--- config.mk ---
export PLATFORM = sky130hd
export DESIGN_NAME = fridge_door_alarm_monitor
export DESIGN_NICKNAME = d
export VERILOG_FILES = /design/src/sv/fdam_pkg.sv /design/src/sv/fridge_door_alarm_monitor.sv
export SDC_FILE = /design/constraint.sdc
export NUM_CORES = 1
export LEC_CHECK = 0
export ABC_AREA = 1
export BUFFER_PORTS_ARGS = -buffer_cell sky130_fd_sc_hd__buf_2
export CORE_ASPECT_RATIO = 1.1
export CORE_MARGIN = 2
export CORE_UTILIZATION = 40
export DETAILED_ROUTE_END_ITERATION = 16
export SETUP_SLACK_MARGIN = 0.5
export SLEW_MARGIN = 20
export SYNTH_ARGS = -nofsm -noshare
export SYNTH_HDL_FRONTEND = slang
export SYNTH_SLANG_ARGS = --single-unit
--- constraint.sdc ---
create_clock -name i_clk -period 4.7 [get_ports i_clk]
set_clock_uncertainty 0.05 [all_clocks]
set_input_delay 0.235 -clock i_clk [delete_from_list [all_inputs] [get_ports i_clk]]
set_output_delay 0.235 -clock i_clk [all_outputs]
set_load 0.05 [all_outputs]
--- src/sv/fdam_pkg.sv ---
// ----------------------------------------------------------------------------
// fdam_pkg
// Shared types and constants for the fridge door alarm monitor.
// ----------------------------------------------------------------------------
package fdam_pkg;

    // Default length of the door-open history window.
    localparam int unsigned HistoryBitsDefault = 16;

    // Reset values of the configuration registers.
    localparam logic signed [7:0] TempLimitReset   = 8'sd25;
    localparam logic        [7:0] LightLimitReset  = 8'd200;
    localparam logic        [7:0] AlertLimitReset  = 8'd5;
    localparam logic        [7:0] LightReloadReset = 8'd20;

    // Backlight countdown value after reset.
    localparam logic [7:0] BacklightReset = 8'd30;

    // Saturation point of the full-window count.
    localparam logic [7:0] WindowsMax = 8'd255;

    // Configuration register indexes (byte address / 4).
    typedef enum logic [1:0] {
        REG_TEMP_LIMIT   = 2'd0,
        REG_LIGHT_LIMIT  = 2'd1,
        REG_ALERT_LIMIT  = 2'd2,
        REG_LIGHT_RELOAD = 2'd3
    } t_reg_index;

    // Display action codes.
    typedef enum logic [2:0] {
        ACT_NONE          = 3'd0,
        ACT_WARNING       = 3'd1,
        ACT_READINGS      = 3'd2,
        ACT_WAKE_WARNING  = 3'd3,
        ACT_WAKE_READINGS = 3'd4,
        ACT_SWITCH_OFF    = 3'd5
    } t_display_action;

endpackage

--- src/sv/fridge_door_alarm_monitor.sv ---
// ----------------------------------------------------------------------------
// fridge_door_alarm_monitor
// Judges the fridge door from temperature and light samples, raises a
// toggling beeper alarm after repeated full open windows and steers the
// display backlight.
// ----------------------------------------------------------------------------
//
//  Channel   Direction  Handshake             Payload
//  --------  ---------  --------------------  ----------------------------------
//  sample    in         i_valid / o_stall     temperature, light, button
//  result    out        o_valid / i_stall     door, close event, beeper, alarm,
//                                             display action/awake, alert level
//  config    in         APB (psel/penable)    four 8-bit limit registers
//
//  Each request is latched in an input register, evaluated by combinational
//  compare and shift logic and written to the result register, so one request
//  can be accepted every cycle while the result side does not stall.
//  The result register only advances when it is empty or being taken, so a
//  stall on the result side backs up into o_stall after one buffered request.
//  Reset is synchronous and active low; it restores all limits and state.
//  Configuration writes take effect immediately and are meant for idle time.
// ----------------------------------------------------------------------------
module fridge_door_alarm_monitor #(
    parameter int unsigned HISTORY_BITS = fdam_pkg::HistoryBitsDefault
) (
    input  logic              i_clk,
    input  logic              i_rst_n,

    // Sample channel.
    input  logic              i_valid,
    output logic              o_stall,
    input  logic signed [7:0] i_temperature_inside,
    input  logic        [7:0] i_light_inside,
    input  logic              i_button_pressed,

    // Result channel.
    output logic              o_valid,
    input  logic              i_stall,
    output logic              o_door_open,
    output logic              o_door_closed_event,
    output logic              o_beeper,
    output logic              o_alarm_active,
    output logic        [2:0] o_display_action,
    output logic              o_display_awake,
    output logic        [7:0] o_alert_level,

    // Configuration port.
    input  logic              psel,
    input  logic              penable,
    input  logic              pwrite,
    input  logic        [3:0] paddr,
    input  logic       [31:0] pwdata,
    output logic       [31:0] prdata,
    output logic              pready
);

    // ------------------------------------------------------------------------
    // Configuration registers. The register index is the word address.
    // ------------------------------------------------------------------------
    logic signed [7:0] r_temp_limit;
    logic        [7:0] r_light_limit;
    logic        [7:0] r_alert_limit;
    logic        [7:0] r_light_reload;
    logic              cfg_write;
    fdam_pkg::t_reg_index cfg_index;

    assign pready    = 1'b1;
    assign cfg_write = psel && penable && pwrite;
    assign cfg_index = fdam_pkg::t_reg_index'(paddr[3:2]);

    always_ff @(posedge i_clk) begin
        if (!i_rst_n) begin
            r_temp_limit   <= fdam_pkg::TempLimitReset;
            r_light_limit  <= fdam_pkg::LightLimitReset;
            r_alert_limit  <= fdam_pkg::AlertLimitReset;
            r_light_reload <= fdam_pkg::LightReloadReset;
        end else if (cfg_write) begin
            unique case (cfg_index)
                fdam_pkg::REG_TEMP_LIMIT:   r_temp_limit   <= pwdata[7:0];
                fdam_pkg::REG_LIGHT_LIMIT:  r_light_limit  <= pwdata[7:0];
                fdam_pkg::REG_ALERT_LIMIT:  r_alert_limit  <= pwdata[7:0];
                fdam_pkg::REG_LIGHT_RELOAD: r_light_reload <= pwdata[7:0];
            endcase
        end
    end

    // Reads return the register zero-extended; the sign of the temperature
    // limit lives in bit 7.
    always_comb begin
        unique case (cfg_index)
            fdam_pkg::REG_TEMP_LIMIT:   prdata = {24'd0, r_temp_limit};
            fdam_pkg::REG_LIGHT_LIMIT:  prdata = {24'd0, r_light_limit};
            fdam_pkg::REG_ALERT_LIMIT:  prdata = {24'd0, r_alert_limit};
            fdam_pkg::REG_LIGHT_RELOAD: prdata = {24'd0, r_light_reload};
        endcase
    end

    // ------------------------------------------------------------------------
    // Handshake. The input register advances into the result register when
    // the result register is empty or its content is taken this cycle.
    // ------------------------------------------------------------------------
    logic              r_in_valid;
    logic signed [7:0] r_in_temp;
    logic        [7:0] r_in_light;
    logic              r_in_button;
    logic              r_out_valid;
    logic              advance;
    logic              accept;

    assign advance = r_in_valid && (!r_out_valid || !i_stall);
    assign o_stall = r_in_valid && !advance;
    assign accept  = i_valid && !o_stall;
    assign o_valid = r_out_valid;

    always_ff @(posedge i_clk) begin
        if (!i_rst_n) begin
            r_in_valid <= 1'b0;
        end else if (accept) begin
            r_in_valid <= 1'b1;
        end else if (advance) begin
            r_in_valid <= 1'b0;
        end
    end

    always_ff @(posedge i_clk) begin
        if (accept) begin
            r_in_temp   <= i_temperature_inside;
            r_in_light  <= i_light_inside;
            r_in_button <= i_button_pressed;
        end
    end

    // ------------------------------------------------------------------------
    // Monitor state.
    // ------------------------------------------------------------------------
    logic [HISTORY_BITS-1:0] r_history;
    logic [7:0]              r_windows;
    logic                    r_alarm;
    logic                    r_was_open;
    logic                    r_beeper;
    logic [7:0]              r_count;
    logic                    r_screen;

    logic [HISTORY_BITS-1:0] n_history;
    logic [7:0]              n_windows;
    logic                    n_alarm;
    logic                    n_was_open;
    logic                    n_beeper;
    logic [7:0]              n_count;
    logic                    n_screen;
    logic                    n_open;
    logic                    n_closed_event;
    fdam_pkg::t_display_action n_action;

    // One tick of the monitor, in the order the steps interact: button and
    // running alarm reload the countdown, the door is judged, the history
    // window is checked, then the backlight countdown picks the display action.
    always_comb begin
        n_history      = r_history;
        n_windows      = r_windows;
        n_alarm        = r_alarm;
        n_was_open     = r_was_open;
        n_beeper       = r_beeper;
        n_count        = r_count;
        n_screen       = r_screen;
        n_closed_event = 1'b0;
        n_action       = fdam_pkg::ACT_NONE;

        if (r_in_button) begin
            n_count = r_light_reload;
        end
        if (r_alarm) begin
            n_beeper = !r_beeper;
            n_count  = r_light_reload;
        end

        n_open = (r_in_temp >= r_temp_limit) || (r_in_light <= r_light_limit);
        if (n_open) begin
            n_was_open = 1'b1;
            n_count    = r_light_reload;
        end else begin
            n_closed_event = r_was_open;
            n_was_open     = 1'b0;
            n_windows      = 8'd0;
            n_alarm        = 1'b0;
            n_beeper       = 1'b0;
        end

        n_history = {r_history[HISTORY_BITS-2:0], n_open};
        if (&n_history) begin
            n_history = '0;
            if (n_windows != fdam_pkg::WindowsMax) begin
                n_windows = n_windows + 8'd1;
            end
            if (n_windows > r_alert_limit) begin
                n_beeper = 1'b1;
                n_alarm  = 1'b1;
                n_count  = r_light_reload;
            end
        end

        priority if ((n_count != 8'd0) && r_screen) begin
            n_count  = n_count - 8'd1;
            n_action = n_open ? fdam_pkg::ACT_WARNING : fdam_pkg::ACT_READINGS;
        end else if (n_count != 8'd0) begin
            n_screen = 1'b1;
            n_action = n_open ? fdam_pkg::ACT_WAKE_WARNING
                              : fdam_pkg::ACT_WAKE_READINGS;
        end else if (r_screen) begin
            n_screen = 1'b0;
            n_action = fdam_pkg::ACT_SWITCH_OFF;
        end else begin
            n_action = fdam_pkg::ACT_NONE;
        end
    end

    always_ff @(posedge i_clk) begin
        if (!i_rst_n) begin
            r_history  <= '0;
            r_windows  <= 8'd0;
            r_alarm    <= 1'b0;
            r_was_open <= 1'b0;
            r_beeper   <= 1'b0;
            r_count    <= fdam_pkg::BacklightReset;
            r_screen   <= 1'b1;
        end else if (advance) begin
            r_history  <= n_history;
            r_windows  <= n_windows;
            r_alarm    <= n_alarm;
            r_was_open <= n_was_open;
            r_beeper   <= n_beeper;
            r_count    <= n_count;
            r_screen   <= n_screen;
        end
    end

    // ------------------------------------------------------------------------
    // Result register.
    // ------------------------------------------------------------------------
    always_ff @(posedge i_clk) begin
        if (!i_rst_n) begin
            r_out_valid <= 1'b0;
        end else if (advance) begin
            r_out_valid <= 1'b1;
        end else if (!i_stall) begin
            r_out_valid <= 1'b0;
        end
    end

    always_ff @(posedge i_clk) begin
        if (advance) begin
            o_door_open         <= n_open;
            o_door_closed_event <= n_closed_event;
            o_beeper            <= n_beeper;
            o_alarm_active      <= n_alarm;
            o_display_action    <= n_action;
            o_display_awake     <= n_screen;
            o_alert_level       <= n_windows;
        end
    end

    // ------------------------------------------------------------------------
    // Assertions.
    // ------------------------------------------------------------------------
    // The alarm only survives a tick that judged the door open.
    a_alarm_needs_open : assert property (@(posedge i_clk) disable iff (!i_rst_n)
        o_valid && o_alarm_active |-> o_door_open)
        else $error("alarm active on a closed-door tick");

    // A close event clears the alarm and the window count.
    a_close_clears : assert property (@(posedge i_clk) disable iff (!i_rst_n)
        o_valid && o_door_closed_event |->
            !o_door_open && !o_alarm_active && !o_beeper && (o_alert_level == 8'd0))
        else $error("close event without cleared alarm state");

    // Switching off leaves the display dark, waking leaves it lit.
    a_display_flag : assert property (@(posedge i_clk) disable iff (!i_rst_n)
        o_valid && (o_display_action == fdam_pkg::ACT_SWITCH_OFF) |-> !o_display_awake)
        else $error("display still awake after switch off");

    a_wake_flag : assert property (@(posedge i_clk) disable iff (!i_rst_n)
        o_valid && ((o_display_action == fdam_pkg::ACT_WAKE_WARNING) ||
                    (o_display_action == fdam_pkg::ACT_WAKE_READINGS)) |-> o_display_awake)
        else $error("display not awake after wake action");

    // A result that is not taken stays in place and blocks the next one.
    a_result_holds : assert property (@(posedge i_clk) disable iff (!i_rst_n)
        o_valid && i_stall |=> o_valid && !$past(advance))
        else $error("stalled result overwritten");

endmodule
==> flow_summary.toml <==
[yosys]
synth_ff_type = "dfxtp_1"
ys_seq_elements = 102
synth-seq-area-share = 0.426
synth_top_area_share = 0.248
synth-edff-count = 33
async_flop_share = 0
syn_inst = 721
yosysTopAreaCell = "dfxtp_1"
synth_most_common_cell = "nand2_1"
synthTopCellsByCount = "nand2_1, inv_1, dfxtp_1"
yosysWarningCount = 0
netlist_top_cells_area = "dfxtp_1, edfxtp_1, nand2_1, ha_1, inv_1"
syn_avg_cell_area_um2 = 7.72
synthesis.area_um2 = 5570
yosysUniqueCellTypes = 41

[min_path]
holdCritPathClass = "primary input to flop"
hold_depth = 1
min_from = "i_temperature_inside[0]"
min_to = "r_in_temp[0]"

[route]
drc = 0
avgViaCountPerCell = 4.91
drt_iter0_markers = 341
drtAntennaViolNets = 0
wl_um = 12900
avgRoutedWirePerCell_um = 13.2
first_pass_iters = 6
vias = 4811

[power]
cellLeakagePower_nw = 2.96
p_per_area_nw_per_um2 = 344
ir_worst_vdd_mv = 0.222

[die]
die_area_um2 = 14900
start_util = 0.407
die_height_um = 128
core_area_um2 = 13700
fp.dieW_um = 117
fp-row-count = 45
ioPinCount = 111

[finish]
syn_to_final_growth_pct = 16.2
layout.nets = 872
drive_gt1_frac = 0.144
instances_no_fill = 979
antenna_cells = 0

[grt]
grt_pass1_wl_um = 20900
grt_antenna_before_repair = 0
grt_max_degree = 53
track_usage = 0.181
grt.overflow.total = 0
grt_pass1_vias = 4476

[timing]
min_period_over_period = 0.825
hold_viol = 0
fin_crit_ns = 3.88
rsz0062_at_grt = "no"
timing.fmax_ghz = 0.258
slew_headroom = 0.299
setup_viol_count_final = 0
setup_tns_ns = 0
tightest_slew_ns = 1.05
slew_viol_final = 0

[clock_network]
htreeDepth = 3
clk-insertion-delay-late_ns = 0.36
cts-buffers-inserted = 9
cts_root_buffer = "clkbuf_16"
clk_path_buf_depth = 2
clkTransAtPathRegs_ns = 0.07
cts.sinks = 102
cts_tree = "yes"

[status]
outcome = "finished, final reports clean"

[critical_path]
cp_max_fo = 8
rrSetupSlack_ns = 0.82
path_class = "flop to flop"
cp-end-kind = "flop"
critical_path_arrival_ns = 4.08
r2r_start = "r_in_temp[7]"
r2r-end = "r_alarm"
crit_path_start_kind = "flop"
reg2reg_depth = 24
required_ns = 4.90

[placed_design]
dp.cells = 946
gp_congestion = 0.901
hpwl_um = 9190
numPortBuffers = 59

[run]
maxCapViolCount = 0
-- report_power, final --
part / total, W / internal [W] / switching [W]
combinational: 0.000362 / 0.000104 / 0.000258
clock: 0.000892 / 0.000549 / 0.000343
sequential: 0.000973 / 0.000949 / 0.0000232
-- cell usage in the layout, fill, tap and decap left out, drive strengths merged, types with 5 or more instances in the layout --
master       netlist  final
mux2i              5      5
nand4             14     14
nand3             45     45
o21ai             62     62
a21oi             60     60
buf               34     63
nand2            184    184
edfxtp            33     33
inv               82     83
o211ai             7      7
ha                26     26
nor2              65     65
dfxtp             69     69
dlygate4sd3        0     15
conb               2     25
clkbuf            13     13
-- per-stage QoR --
stage                     utilization  area, µm²  total power (W)  hold slack [ns]  setup WS [ns]
final                           0.473       6470          0.00223           0.0113          0.821
after global placement          0.432       5910          0.00133            0.362          0.694
after detailed placement        0.432       5910          0.00134            0.363          0.611
after floorplan                     -       5660          0.00128            0.284           1.02
after CTS                       0.470       6420          0.00223          0.00349          0.579
after global routing            0.473       6470          0.00231           0.0121          0.518
-- worst max-delay path: stages (launching register included) --
cell	delay (ns)
edfxtp_1	0.43
ha_4	0.31
nand2_1	0.07
nor2_2	0.12
nand2_1	0.12
nand2_1	0.10
nand2_2	0.14
nand3_4	0.15
nand2_1	0.09
inv_1	0.10
ha_2	0.22
inv_1	0.08
nor3_4	0.30
nand2_4	0.15
nand2_1	0.12
nand2_1	0.06
inv_1	0.06
ha_1	0.24
a21oi_1	0.15
o21a_1	0.12
o221ai_1	0.11
o311ai_2	0.13
o21ai_1	0.16
o21ai_1	0.15
inv_1	0.06
-- routing by layer --
layer | routed length (µm) | vias up | global-route usage
li1 | - | 2450 | -
met1 | 5860 | 2203 | 0.230
met2 | 6080 | 132 | 0.300
met3 | 690 | 26 | 0.0326
met4 | 319 | 0 | 0.0791
met5 | 0 | - | 0
-- logic make-up after synthesis --
| group | after synthesis | share of synthesized area |
|---|---|---|
| flip-flops | 102 | 0.426 |
| adder cells (fa/ha/maj) | 26 | 0.0584 |
| XOR/XNOR | 6 | 0.00944 |
| buffers and inverters | 131 | 0.110 |
| multiplexers | 5 | 0.00899 |
| AND/OR/NAND/NOR | 311 | 0.251 |
| AO/OA/AOI/OAI | 138 | 0.135 |
| other | 2 | 0.00135 |
-- flip-flops by register name, indices dropped and copies added, names as in the netlist, 3 cells and up --
name / cells
r_windows: 8
r_temp_limit: 8
r_light_limit: 8
o_alert_level: 8
r_alert_limit: 8
r_in_temp: 8
r_history: 15
o_display_action: 3
r_count: 8
r_in_light: 8
r_light_reload: 8
-- layout make-up --
class / count / area [µm²]
Clock buffer: 13 / 293
Tap cell: 188 / 235
Inverter: 84 / 315
Timing Repair Buffer: 78 / 475
Clock inverter: 3 / 68.8
Sequential cell: 102 / 2370
Fill cell: 1353 / 7210
Multi-Input combinational cell: 511 / 2710
-- worst max-delay path by stage --
stage	cells past startpoint	startpoint	to	slack, ns
floorplan	22	r_in_temp[7]	o_alarm_active	1.02
global placement	23	r_temp_limit[7]	r_beeper	0.69
detailed placement	23	r_temp_limit[7]	r_beeper	0.61
CTS	23	r_temp_limit[7]	r_beeper	0.58
global route	24	r_in_temp[7]	r_beeper	0.52
finish	24	r_in_temp[7]	r_alarm	0.82
-- repair_timing --
item                                   4_1_cts  5_1_grt
gates resized for setup                      0        4
setup endpoints to repair                    0        4
setup buffers                                0        2
hold buffers                                15        0
endpoints found under the hold margin       15        0
Power figures use the tool's default switching activity.
